[src/design/was_pkg.sv]
// Shared types, constants and the control store of the weekly alarm scheduler.
`default_nettype none

package was_pkg;

  // Table and field sizes.
  localparam int unsigned ALARM_SLOTS_DEF = 8;
  localparam int unsigned COUNT_W         = 4;
  localparam int unsigned SLOT_W          = 3;
  localparam int unsigned DIST_W          = 14;
  localparam int unsigned DUE_BITS        = 8;

  // Calendar constants.
  localparam int unsigned MIN_PER_HOUR = 60;
  localparam int unsigned DAY_MINUTES  = 24 * 60;
  localparam int unsigned HOUR_MAX     = 23;
  localparam int unsigned MINUTE_MAX   = 59;
  localparam int unsigned DAY_BITS     = 7;
  localparam int unsigned SEARCH_DAYS  = 8;

  // Request operation codes.
  localparam logic OP_WRITE = 1'b0;
  localparam logic OP_QUERY = 1'b1;

  // Register indexes of the register port.
  localparam logic REG_ALARM_COUNT = 1'b0;

  // One stored alarm slot.
  typedef struct packed {
    logic                en;
    logic [4:0]          hour;
    logic [5:0]          minute;
    logic [DAY_BITS-1:0] days;
  } entry_t;

  // Microcode addresses.
  typedef logic [2:0] upc_t;

  localparam upc_t UPC_WAIT     = 3'd0;
  localparam upc_t UPC_DISPATCH = 3'd1;
  localparam upc_t UPC_CHECK    = 3'd2;
  localparam upc_t UPC_EVAL     = 3'd3;
  localparam upc_t UPC_UPDATE   = 3'd4;
  localparam upc_t UPC_WRITE    = 3'd5;
  localparam upc_t UPC_EMIT     = 3'd6;

  // Jump conditions of a control word.
  typedef enum logic [2:0] {
    JMP_ALWAYS,
    JMP_NO_REQ,
    JMP_IS_WRITE,
    JMP_SCAN_DONE,
    JMP_OUT_BUSY
  } jump_e;

  // One control word: datapath strobes, then the branch.
  typedef struct packed {
    logic  accept;
    logic  start;
    logic  rd_issue;
    logic  eval;
    logic  update;
    logic  write;
    logic  emit;
    jump_e jump;
    upc_t  target;
    upc_t  next;
  } ctrl_t;

  // Conditions that the datapath reports to the sequencer.
  typedef struct packed {
    logic in_valid;
    logic is_write;
    logic scan_done;
    logic out_busy;
  } stat_t;

  // Control store. A taken jump goes to target, otherwise to next.
  function automatic ctrl_t ucode_rom(input upc_t upc);
    ctrl_t w;
    w = '0;
    w.jump   = JMP_ALWAYS;
    w.target = UPC_WAIT;
    w.next   = UPC_WAIT;
    case (upc)
      UPC_WAIT: begin
        w.accept = 1'b1;
        w.jump   = JMP_NO_REQ;
        w.target = UPC_WAIT;
        w.next   = UPC_DISPATCH;
      end
      UPC_DISPATCH: begin
        w.start  = 1'b1;
        w.jump   = JMP_IS_WRITE;
        w.target = UPC_WRITE;
        w.next   = UPC_CHECK;
      end
      UPC_CHECK: begin
        w.rd_issue = 1'b1;
        w.jump     = JMP_SCAN_DONE;
        w.target   = UPC_EMIT;
        w.next     = UPC_EVAL;
      end
      UPC_EVAL: begin
        w.eval   = 1'b1;
        w.jump   = JMP_ALWAYS;
        w.target = UPC_UPDATE;
        w.next   = UPC_UPDATE;
      end
      UPC_UPDATE: begin
        w.update = 1'b1;
        w.jump   = JMP_ALWAYS;
        w.target = UPC_CHECK;
        w.next   = UPC_CHECK;
      end
      UPC_WRITE: begin
        w.write  = 1'b1;
        w.jump   = JMP_ALWAYS;
        w.target = UPC_EMIT;
        w.next   = UPC_EMIT;
      end
      UPC_EMIT: begin
        w.emit   = 1'b1;
        w.jump   = JMP_OUT_BUSY;
        w.target = UPC_EMIT;
        w.next   = UPC_WAIT;
      end
      default: begin
        w.jump   = JMP_ALWAYS;
        w.target = UPC_WAIT;
        w.next   = UPC_WAIT;
      end
    endcase
    return w;
  endfunction

endpackage

`default_nettype wire

[src/design/was_sequencer.sv]
// Microprogram sequencer: step counter, control store lookup and branching.
`default_nettype none

module was_sequencer
  import was_pkg::*;
(
  input  wire   clk_i,
  input  wire   rst_ni,
  input  stat_t stat_i,
  output ctrl_t ctrl_o
);

  upc_t  upc_q, upc_d;
  ctrl_t word;
  logic  take;

  // Fetch the current control word and resolve its branch.
  always_comb begin
    word = ucode_rom(upc_q);
    case (word.jump)
      JMP_ALWAYS:    take = 1'b1;
      JMP_NO_REQ:    take = !stat_i.in_valid;
      JMP_IS_WRITE:  take = stat_i.is_write;
      JMP_SCAN_DONE: take = stat_i.scan_done;
      JMP_OUT_BUSY:  take = stat_i.out_busy;
      default:       take = 1'b1;
    endcase
    upc_d = take ? word.target : word.next;
  end

  // Step counter.
  always_ff @(posedge clk_i or negedge rst_ni) begin
    if (!rst_ni) begin
      upc_q <= UPC_WAIT;
    end else begin
      upc_q <= upc_d;
    end
  end

  assign ctrl_o = word;

endmodule

`default_nettype wire

[src/design/was_table.sv]
// Alarm slot memory with one write port, one registered read port and valid bits.
`default_nettype none

module was_table
  import was_pkg::*;
#(
  parameter int unsigned ALARM_SLOTS = ALARM_SLOTS_DEF,
  parameter int unsigned AW          = (ALARM_SLOTS > 1) ? $clog2(ALARM_SLOTS) : 1
) (
  input  wire           clk_i,
  input  wire           rst_ni,
  input  wire           wr_en_i,
  input  wire  [AW-1:0] wr_addr_i,
  input  entry_t        wr_data_i,
  input  wire           rd_en_i,
  input  wire  [AW-1:0] rd_addr_i,
  output entry_t        rd_data_o
);

  entry_t                 mem [ALARM_SLOTS];
  logic [ALARM_SLOTS-1:0] vld_q;
  entry_t                 rd_q;
  logic                   rd_vld_q;

  // Storage array; entries never written read as disabled through the valid bits.
  always_ff @(posedge clk_i) begin
    if (wr_en_i) begin
      mem[wr_addr_i] <= wr_data_i;
    end
    if (rd_en_i) begin
      rd_q <= mem[rd_addr_i];
    end
  end

  // Per-entry valid bits and the valid bit of the read data.
  always_ff @(posedge clk_i or negedge rst_ni) begin
    if (!rst_ni) begin
      vld_q    <= '0;
      rd_vld_q <= 1'b0;
    end else begin
      if (wr_en_i) begin
        vld_q[wr_addr_i] <= 1'b1;
      end
      if (rd_en_i) begin
        rd_vld_q <= vld_q[rd_addr_i];
      end
    end
  end

  assign rd_data_o = rd_vld_q ? rd_q : '0;

endmodule

`default_nettype wire

[src/design/was_datapath.sv]
// Datapath: request latch, slot scan, distance search, best-slot tracking and result register.
`default_nettype none

module was_datapath
  import was_pkg::*;
#(
  parameter int unsigned ALARM_SLOTS = ALARM_SLOTS_DEF,
  parameter int unsigned AW          = (ALARM_SLOTS > 1) ? $clog2(ALARM_SLOTS) : 1,
  parameter int unsigned CNT_W       = $clog2(ALARM_SLOTS + 1)
) (
  input  wire                 clk_i,
  input  wire                 rst_ni,
  input  ctrl_t               ctrl_i,
  output stat_t               stat_o,
  input  wire  [COUNT_W-1:0]  alarm_count_i,
  // Request channel payload.
  input  wire                 in_valid_i,
  input  wire                 op_i,
  input  wire  [2:0]          slot_i,
  input  wire                 enabled_i,
  input  wire  [7:0]          alarm_hour_i,
  input  wire  [7:0]          alarm_min_i,
  input  wire  [7:0]          alarm_days_i,
  input  wire  [4:0]          now_hour_i,
  input  wire  [5:0]          now_min_i,
  input  wire  [2:0]          now_wday_i,
  // Table access.
  output logic                wr_en_o,
  output logic [AW-1:0]       wr_addr_o,
  output entry_t              wr_data_o,
  output logic                rd_en_o,
  output logic [AW-1:0]       rd_addr_o,
  input  entry_t              rd_data_i,
  // Result channel.
  input  wire                 out_stall_i,
  output logic                out_valid_o,
  output logic                found_o,
  output logic [2:0]          next_slot_o,
  output logic [DIST_W-1:0]   minutes_until_o,
  output logic [DUE_BITS-1:0] due_mask_o,
  output logic                clamped_o
);

  localparam int unsigned CMP_W = (CNT_W > COUNT_W) ? CNT_W : COUNT_W;

  // Latched request fields.
  logic       op_q;
  logic [2:0] slot_q;
  logic       en_q;
  logic [7:0] hour_q, min_q, days_q;
  logic [4:0] now_hour_q;
  logic [5:0] now_min_q;
  logic [2:0] now_wday_q;

  // Scan state.
  logic [CNT_W-1:0]    idx_q, idx_d;
  logic                found_q, found_d;
  logic [AW-1:0]       best_idx_q, best_idx_d;
  logic [DIST_W-1:0]   best_dist_q, best_dist_d;
  logic [DUE_BITS-1:0] due_q, due_d;
  logic                clamped_q, clamped_d;

  // Candidate of the slot being looked at.
  logic              cand_found_q, cand_found_d;
  logic [DIST_W-1:0] cand_dist_q, cand_dist_d;
  logic              cand_due_q, cand_due_d;

  // Result register.
  logic                out_valid_q;
  logic                out_found_q;
  logic [2:0]          out_slot_q;
  logic [DIST_W-1:0]   out_dist_q;
  logic [DUE_BITS-1:0] out_due_q;
  logic                out_clamped_q;

  // Search and write helpers.
  logic                    out_busy;
  logic                    load_out;
  logic                    slot_ok;
  logic                    hour_over, min_over, days_over;
  logic [10:0]             alarm_t, now_t;
  logic signed [DIST_W:0]  diff_s;
  logic signed [DIST_W:0]  day_delta [SEARCH_DAYS];
  logic [SEARCH_DAYS-1:0]  hit;
  logic [3:0]              wd_sum [SEARCH_DAYS];
  logic [2:0]              wd [SEARCH_DAYS];
  logic [DAY_BITS:0]       days_x;
  logic                    day_any;

  // Status for the sequencer.
  assign out_busy = out_valid_q && out_stall_i;
  assign stat_o.in_valid  = in_valid_i;
  assign stat_o.is_write  = (op_q == OP_WRITE);
  assign stat_o.scan_done = (CMP_W'(idx_q) >= CMP_W'(alarm_count_i)) ||
                            (32'(idx_q) >= 32'(ALARM_SLOTS));
  assign stat_o.out_busy  = out_busy;

  // Latch the request when it is taken.
  always_ff @(posedge clk_i) begin
    if (ctrl_i.accept && in_valid_i) begin
      op_q       <= op_i;
      slot_q     <= slot_i;
      en_q       <= enabled_i;
      hour_q     <= alarm_hour_i;
      min_q      <= alarm_min_i;
      days_q     <= alarm_days_i;
      now_hour_q <= now_hour_i;
      now_min_q  <= now_min_i;
      now_wday_q <= now_wday_i;
    end
  end

  // Clamp a slot write and address the table.
  always_comb begin
    hour_over = hour_q > 8'(HOUR_MAX);
    min_over  = min_q > 8'(MINUTE_MAX);
    days_over = days_q[7];
    slot_ok   = 32'(slot_q) < 32'(ALARM_SLOTS);
    wr_en_o   = ctrl_i.write && slot_ok;
    wr_addr_o = AW'(slot_q);
    wr_data_o.en     = en_q;
    wr_data_o.hour   = hour_over ? 5'(HOUR_MAX) : hour_q[4:0];
    wr_data_o.minute = min_over ? 6'(MINUTE_MAX) : min_q[5:0];
    wr_data_o.days   = days_q[DAY_BITS-1:0];
    rd_en_o   = ctrl_i.rd_issue;
    rd_addr_o = idx_q[AW-1:0];
  end

  // Distance search over today and the next seven days; the earliest day that hits wins.
  always_comb begin
    alarm_t = 11'(rd_data_i.hour) * 11'(MIN_PER_HOUR) + 11'(rd_data_i.minute);
    now_t   = 11'(now_hour_q) * 11'(MIN_PER_HOUR) + 11'(now_min_q);
    diff_s  = $signed({4'b0000, alarm_t}) - $signed({4'b0000, now_t});
    day_any = (rd_data_i.days == '0);
    for (int d = 0; d < SEARCH_DAYS; d++) begin
      day_delta[d] = $signed((DIST_W + 1)'(d * DAY_MINUTES)) + diff_s;
      wd_sum[d]    = {1'b0, now_wday_q} + 4'(d);
      if (wd_sum[d] >= 4'(2 * DAY_BITS)) begin
        wd[d] = 3'(wd_sum[d] - 4'(2 * DAY_BITS));
      end else if (wd_sum[d] >= 4'(DAY_BITS)) begin
        wd[d] = 3'(wd_sum[d] - 4'(DAY_BITS));
      end else begin
        wd[d] = wd_sum[d][2:0];
      end
      hit[d] = (day_delta[d] > 0) && (day_any || rd_data_i.days[wd[d]]);
    end
    cand_dist_d = '0;
    for (int d = SEARCH_DAYS - 1; d >= 0; d--) begin
      if (hit[d]) begin
        cand_dist_d = DIST_W'(day_delta[d]);
      end
    end
    cand_found_d = rd_data_i.en && (|hit);
    // Weekday seven matches no day bit.
    days_x     = {1'b0, rd_data_i.days};
    cand_due_d = rd_data_i.en && (rd_data_i.hour == now_hour_q) &&
                 (rd_data_i.minute == now_min_q) && (day_any || days_x[now_wday_q]);
  end

  // Scan bookkeeping: clear at dispatch, fold in one slot per update step.
  always_comb begin
    idx_d       = idx_q;
    found_d     = found_q;
    best_idx_d  = best_idx_q;
    best_dist_d = best_dist_q;
    due_d       = due_q;
    clamped_d   = clamped_q;
    if (ctrl_i.start) begin
      idx_d       = '0;
      found_d     = 1'b0;
      best_idx_d  = '0;
      best_dist_d = '0;
      due_d       = '0;
      clamped_d   = 1'b0;
    end
    if (ctrl_i.update) begin
      if (cand_found_q && (!found_q || cand_dist_q < best_dist_q)) begin
        found_d     = 1'b1;
        best_idx_d  = idx_q[AW-1:0];
        best_dist_d = cand_dist_q;
      end
      if (cand_due_q && (32'(idx_q) < 32'(DUE_BITS))) begin
        due_d = due_q | (DUE_BITS'(1) << idx_q);
      end
      idx_d = idx_q + CNT_W'(1);
    end
    if (ctrl_i.write) begin
      clamped_d = hour_over || min_over || days_over;
    end
  end

  always_ff @(posedge clk_i or negedge rst_ni) begin
    if (!rst_ni) begin
      idx_q       <= '0;
      found_q     <= 1'b0;
      best_idx_q  <= '0;
      best_dist_q <= '0;
      due_q       <= '0;
      clamped_q   <= 1'b0;
    end else begin
      idx_q       <= idx_d;
      found_q     <= found_d;
      best_idx_q  <= best_idx_d;
      best_dist_q <= best_dist_d;
      due_q       <= due_d;
      clamped_q   <= clamped_d;
    end
  end

  // Candidate register between search and compare.
  always_ff @(posedge clk_i) begin
    if (ctrl_i.eval) begin
      cand_found_q <= cand_found_d;
      cand_dist_q  <= cand_dist_d;
      cand_due_q   <= cand_due_d;
    end
  end

  // Result register; loaded once the previous result has gone.
  assign load_out = ctrl_i.emit && !out_busy;

  always_ff @(posedge clk_i or negedge rst_ni) begin
    if (!rst_ni) begin
      out_valid_q <= 1'b0;
    end else if (load_out) begin
      out_valid_q <= 1'b1;
    end else if (out_valid_q && !out_stall_i) begin
      out_valid_q <= 1'b0;
    end
  end

  always_ff @(posedge clk_i) begin
    if (load_out) begin
      out_found_q   <= found_q;
      out_slot_q    <= 3'(best_idx_q);
      out_dist_q    <= best_dist_q;
      out_due_q     <= due_q;
      out_clamped_q <= clamped_q;
    end
  end

  assign out_valid_o     = out_valid_q;
  assign found_o         = out_found_q;
  assign next_slot_o     = out_slot_q;
  assign minutes_until_o = out_dist_q;
  assign due_mask_o      = out_due_q;
  assign clamped_o       = out_clamped_q;

endmodule

`default_nettype wire

[src/design/weekly_alarm_scheduler.sv]
// Top level of the weekly alarm scheduler: register port, sequencer, table and datapath.
`default_nettype none

// A write request stores one alarm slot (hour clamped to 23, minute to 59, days to
// seven bits) and returns one result with clamped set when anything was cut. A query
// request scans slots 0 to n-1, where n is alarm_count saturated at ALARM_SLOTS, and
// returns the soonest enabled slot strictly in the future plus the mask of slots due
// this minute; the microprogram spends three steps per slot on the single table read
// port (read, search, compare). One request is in flight at a time; a new one is taken
// once the result has been placed in the output register, even while that result still
// waits. The table comes out of reset with every slot disabled, without a clearing pass.
// alarm_count is at byte address 0 of the register port; the user must write it only
// while the block is idle, and the block itself does not enforce this.

module weekly_alarm_scheduler
  import was_pkg::*;
#(
  parameter int unsigned ALARM_SLOTS = ALARM_SLOTS_DEF
) (
  input  wire                 clk_i,
  input  wire                 rst_ni,
  // Register port.
  input  wire                 psel,
  input  wire                 penable,
  input  wire                 pwrite,
  input  wire  [2:0]          paddr,
  input  wire  [31:0]         pwdata,
  output logic [31:0]         prdata,
  output logic                pready,
  // Request channel.
  input  wire                 in_valid_i,
  output logic                in_stall_o,
  input  wire                 op_i,
  input  wire  [2:0]          slot_i,
  input  wire                 enabled_i,
  input  wire  [7:0]          alarm_hour_i,
  input  wire  [7:0]          alarm_min_i,
  input  wire  [7:0]          alarm_days_i,
  input  wire  [4:0]          now_hour_i,
  input  wire  [5:0]          now_min_i,
  input  wire  [2:0]          now_wday_i,
  // Result channel.
  output logic                out_valid_o,
  input  wire                 out_stall_i,
  output logic                found_o,
  output logic [2:0]          next_slot_o,
  output logic [DIST_W-1:0]   minutes_until_o,
  output logic [DUE_BITS-1:0] due_mask_o,
  output logic                clamped_o
);

  localparam int unsigned AW = (ALARM_SLOTS > 1) ? $clog2(ALARM_SLOTS) : 1;

  logic [COUNT_W-1:0] alarm_count_q;
  ctrl_t              ctrl;
  stat_t              stat;
  logic               wr_en, rd_en;
  logic [AW-1:0]      wr_addr, rd_addr;
  entry_t             wr_data, rd_data;

  // Register port: word address in paddr[2].
  assign pready = 1'b1;

  always_ff @(posedge clk_i or negedge rst_ni) begin
    if (!rst_ni) begin
      alarm_count_q <= '0;
    end else if (psel && penable && pwrite && (paddr[2] == REG_ALARM_COUNT)) begin
      alarm_count_q <= pwdata[COUNT_W-1:0];
    end
  end

  always_comb begin
    prdata = '0;
    if (paddr[2] == REG_ALARM_COUNT) begin
      prdata = 32'(alarm_count_q);
    end
  end

  // A request is taken only in the wait step of the microprogram.
  assign in_stall_o = !ctrl.accept;

  was_sequencer u_seq (
    .clk_i  (clk_i),
    .rst_ni (rst_ni),
    .stat_i (stat),
    .ctrl_o (ctrl)
  );

  was_table #(
    .ALARM_SLOTS (ALARM_SLOTS),
    .AW          (AW)
  ) u_table (
    .clk_i     (clk_i),
    .rst_ni    (rst_ni),
    .wr_en_i   (wr_en),
    .wr_addr_i (wr_addr),
    .wr_data_i (wr_data),
    .rd_en_i   (rd_en),
    .rd_addr_i (rd_addr),
    .rd_data_o (rd_data)
  );

  was_datapath #(
    .ALARM_SLOTS (ALARM_SLOTS),
    .AW          (AW)
  ) u_dp (
    .clk_i           (clk_i),
    .rst_ni          (rst_ni),
    .ctrl_i          (ctrl),
    .stat_o          (stat),
    .alarm_count_i   (alarm_count_q),
    .in_valid_i      (in_valid_i),
    .op_i            (op_i),
    .slot_i          (slot_i),
    .enabled_i       (enabled_i),
    .alarm_hour_i    (alarm_hour_i),
    .alarm_min_i     (alarm_min_i),
    .alarm_days_i    (alarm_days_i),
    .now_hour_i      (now_hour_i),
    .now_min_i       (now_min_i),
    .now_wday_i      (now_wday_i),
    .wr_en_o         (wr_en),
    .wr_addr_o       (wr_addr),
    .wr_data_o       (wr_data),
    .rd_en_o         (rd_en),
    .rd_addr_o       (rd_addr),
    .rd_data_i       (rd_data),
    .out_stall_i     (out_stall_i),
    .out_valid_o     (out_valid_o),
    .found_o         (found_o),
    .next_slot_o     (next_slot_o),
    .minutes_until_o (minutes_until_o),
    .due_mask_o      (due_mask_o),
    .clamped_o       (clamped_o)
  );

endmodule

`default_nettype wire

[config.mk]
export PLATFORM = sky130hd
export DESIGN_NAME = weekly_alarm_scheduler
export DESIGN_NICKNAME = d
export VERILOG_FILES = /design/src/design/was_pkg.sv /design/src/design/was_sequencer.sv /design/src/design/was_table.sv /design/src/design/was_datapath.sv /design/src/design/weekly_alarm_scheduler.sv
export SDC_FILE = /design/constraint.sdc
export NUM_CORES = 1
export LEC_CHECK = 0
export BUFFER_PORTS_ARGS = -buffer_cell sky130_fd_sc_hd__buf_4
export CORE_MARGIN = 2
export CORE_UTILIZATION = 56
export CTS_BUF_LIST = sky130_fd_sc_hd__clkbuf_4 sky130_fd_sc_hd__clkbuf_8
export CTS_CLUSTER_DIAMETER = 200
export CTS_CLUSTER_SIZE = 25
export DETAILED_ROUTE_END_ITERATION = 10
export MAX_ROUTING_LAYER = met4
export PLACE_DENSITY = 0.76
export SYNTH_ARGS = -nofsm -noshare
export SYNTH_HDL_FRONTEND = slang
export SYNTH_SLANG_ARGS = --single-unit
[constraint.sdc]
create_clock -name clk_i -period 6.4 [get_ports clk_i]
set_clock_uncertainty 0.15 [all_clocks]
set_input_delay 0.96 -clock clk_i [delete_from_list [all_inputs] [get_ports clk_i]]
set_output_delay 0.96 -clock clk_i [all_outputs]
set_load 0.005 [all_outputs]
==> out/metrics.cfg <==
[setup_path]
cpMostUsedCell = inv_1
critical_path_buf_inv_count = 3
crit_required_ns = 6.56
critPathTopFamily = adder cells
path_class = register to register
crit_path_end_kind = register
crit_cells = 25
ff2ff_setup_slack_ns = 0.20
reg2regPathDepth = 25
critical-path-max-stage-delay_ns = 0.52
worst_setup_path_start_kind = register
cp_slowest_cell = fa_1
cp_max_fo = 5
crit_arrival_ns = 6.36

[floorplan]
rows = 64
die_area_um2 = 32300
die_width_um = 180
start_util = 0.566
ioPinCount = 147
die_y_um = 180
core_area_um2 = 30500

[synthesis]
ys_ff_latch = 305
synthArstFlopShare = 0.157
yosys.area.top_type_share = 0.447
syn-cell-area_um2 = 17300
synth_flop_cell = edfxtp_1
yosysUniqueCellTypes = 97
synthTopCellsByArea = edfxtp_1, ha_1, dfrtp_1
yosysSeqAreaShare = 0.517
synth_top_area_cell = edfxtp_1
synth-edff-count = 257
avgSynthCellArea_um2 = 12.1
synthCells = 1426
ys_warn_count = 0

[global_route]
grt_use_met3 = 0.0207
busiest_layer = met2
overflow = 0
grt_use_total = 0.237
grt_util_met1 = 0.303
use_met2 = 0.404
grt_start_max_net_pins = 50
antenna_found_initial = 0
grt_pass1_vias = 11563
grt_pass1_wl_um = 60300

[clock_network]
clk_latency_ns = 0.57
clock-root-buffer = clkbuf_8
htree_num_levels = 1
cts_tree = done
clk_pin_slew_worst_paths_ns = 0.14
cts_buffer_depth = 3
cts_sinks = 305
numCtsBuffers = 16

[drt]
first_pass_iters = 5
drt_iter0_drc = 1080
vias = 11664
vias_per_cell = 6.01
ant_nets = 0
wl_um = 37900
drc_errors = 0
wl_per_cell_um = 19.5

[sta]
slew-limit-headroom = 0.213
hold_viol = 0
tightest_slew_ns = 1.18
period_needed_ns = 6.20
timing.final.crit_share = 0.969
slew_violations = 0
setup_viol_count_final = 0
whs_ns = 0.268
fmax_mhz = 161

[run_status]
outcome = complete, no violations

[placement]
place.gp.congestion = 0.928
place_hpwl_um = 26900
port-buffer-count = 87

[job]
drv_cap = 0

[hold_path]
hold_path.class = input pin to asynchronous set/reset pin

[finish]
area_growth_pct = 10.2
antenna_cells = 0
drive_gt1_frac = 0.191
layout_commonest_cell = edfxtp_1
fin_util = 0.624
mostFrequentLayoutCells = edfxtp_1, buf_4, nand2_1
layout.nets = 1732

## cells in the mapped netlist, drive strengths merged (7+ instances only)
| cell type | n |
|---|---|
| nand2 | 127 |
| buf | 53 |
| o31ai | 8 |
| a311oi | 8 |
| nor2 | 77 |
| o221ai | 8 |
| a31oi | 13 |
| nor3 | 15 |
| xnor2 | 47 |
| a22oi | 7 |
| a21o | 26 |
| a21oi | 71 |
| mux4 | 43 |
| or3 | 10 |
| o211ai | 9 |
| a211o | 8 |
| xor2 | 17 |
| clkbuf | 33 |
| nand4 | 11 |
| nand2b | 24 |
| nor2b | 18 |
| a22o | 22 |
| mux2i | 21 |
| edfxtp | 257 |
| fa | 14 |
| a211oi | 12 |
| nand3 | 25 |
| o21ai | 43 |
| dfrtp | 48 |
| ha | 97 |
| and2 | 24 |
| inv | 91 |
| or2 | 14 |
| and3 | 11 |
## layer usage
layer	routed length, um	vias up	share of wire
met3	1440	70	0.038
li1	-	5478	-
met5	0	-	0
met2	19200	303	0.51
met1	16100	5813	0.42
met4	1190	0	0.031
## through the flow
step / instance area (um2) / std cells / TNS, ns / setup slack [ns]
floorplan: 17400 / 1453 / 0 / 0.0247
global placement: 18500 / 1909 / 0 / 0.209
detailed placement: 18500 / 1909 / 0 / 0.111
CTS: 18900 / 1937 / 0 / 0.0924
global route: 19000 / 1942 / -0.217 / -0.0733
finish: 19000 / 1942 / 0 / 0.198
## cells by family after synthesis
kind of cell             count (synthesis)  share of synthesized area
AND/OR/NAND/NOR                        386                      0.112
AO/OA/AOI/OAI                          312                      0.132
flip-flops                             305                      0.517
buffers and inverters                  177                     0.0470
adder cells (fa/ha/maj)                111                     0.0865
multiplexers                            69                     0.0723
XOR/XNOR                                64                     0.0329
other                                    2                   0.000435
## registers in the layout, summed over array words and instances (netlist names), 3 cells and up
name and flops:
u_dp.wr_addr_o 3, u_dp.due_q 8, u_dp.best_dist_q 14, u_dp.best_idx_q 3
u_dp.days_q 8, u_dp.cand_dist_q 14, alarm_count_q 4, u_dp.now_wday_q 3
u_seq.upc_q 3, u_dp.minutes_until_o 14, u_dp.min_q 8, u_dp.due_mask_o 8
u_dp.idx_q 4, u_dp.now_min_q 6, u_dp.now_hour_q 5, u_dp.hour_q 8
u_table.rd_q 19, u_dp.next_slot_o 3, u_table.mem 152, u_table.vld_q 8
## worst reg2reg max path, stage by stage, from the launching register on
cell and delay [ns]:
edfxtp_1 0.43, xor2_1 0.15, and2_1 0.17, ha_1 0.31
fa_1 0.52, inv_1 0.06, fa_1 0.48, inv_1 0.06
ha_4 0.27, o21ai_0 0.11, and3_1 0.19, nor2_2 0.16
ha_4 0.24, or2_1 0.25, a21oi_2 0.18, a31o_2 0.18
xor2_2 0.21, ha_2 0.21, inv_1 0.04, o31a_1 0.34
or3_1 0.34, a21boi_0 0.15, mux2i_1 0.17, o2111ai_1 0.15
a32oi_1 0.32, a21oi_1 0.12
## layout make-up
type	count	area (um2)
flip-flops and latches	305	8920
fillers	2382	11500
clock buffers	26	295
clock inverters	2	28.8
well taps	396	495
inverters	91	344
multi-input cells	971	7810
repair buffers	151	1130
## path summary, 6_finish.rpt
kind	endpoint	startpoint
setup / recovery	u_dp.cand_dist_q[11]	u_table.rd_q[13]
hold / removal	alarm_count_q[2]	rst_ni
setup reg to reg	u_dp.cand_dist_q[11]	u_table.rd_q[13]
hold reg to reg	u_dp.due_mask_o[3]	u_dp.due_q[3]
max in group asynchronous	u_dp.idx_q[1]	rst_ni
min in group clk_i	u_dp.due_mask_o[3]	u_dp.due_q[3]
## repair_timing
action                                  in CTS  in global routing
hold buffers                                 0                  0
setup buffers                                0                  5
resized for setup                            0                 23
endpoints found under the setup margin       0                 14
Power is left out: the tool's default activity adds up to more than one toggle a clock period on the data nets, which glitch-free logic cannot reach.
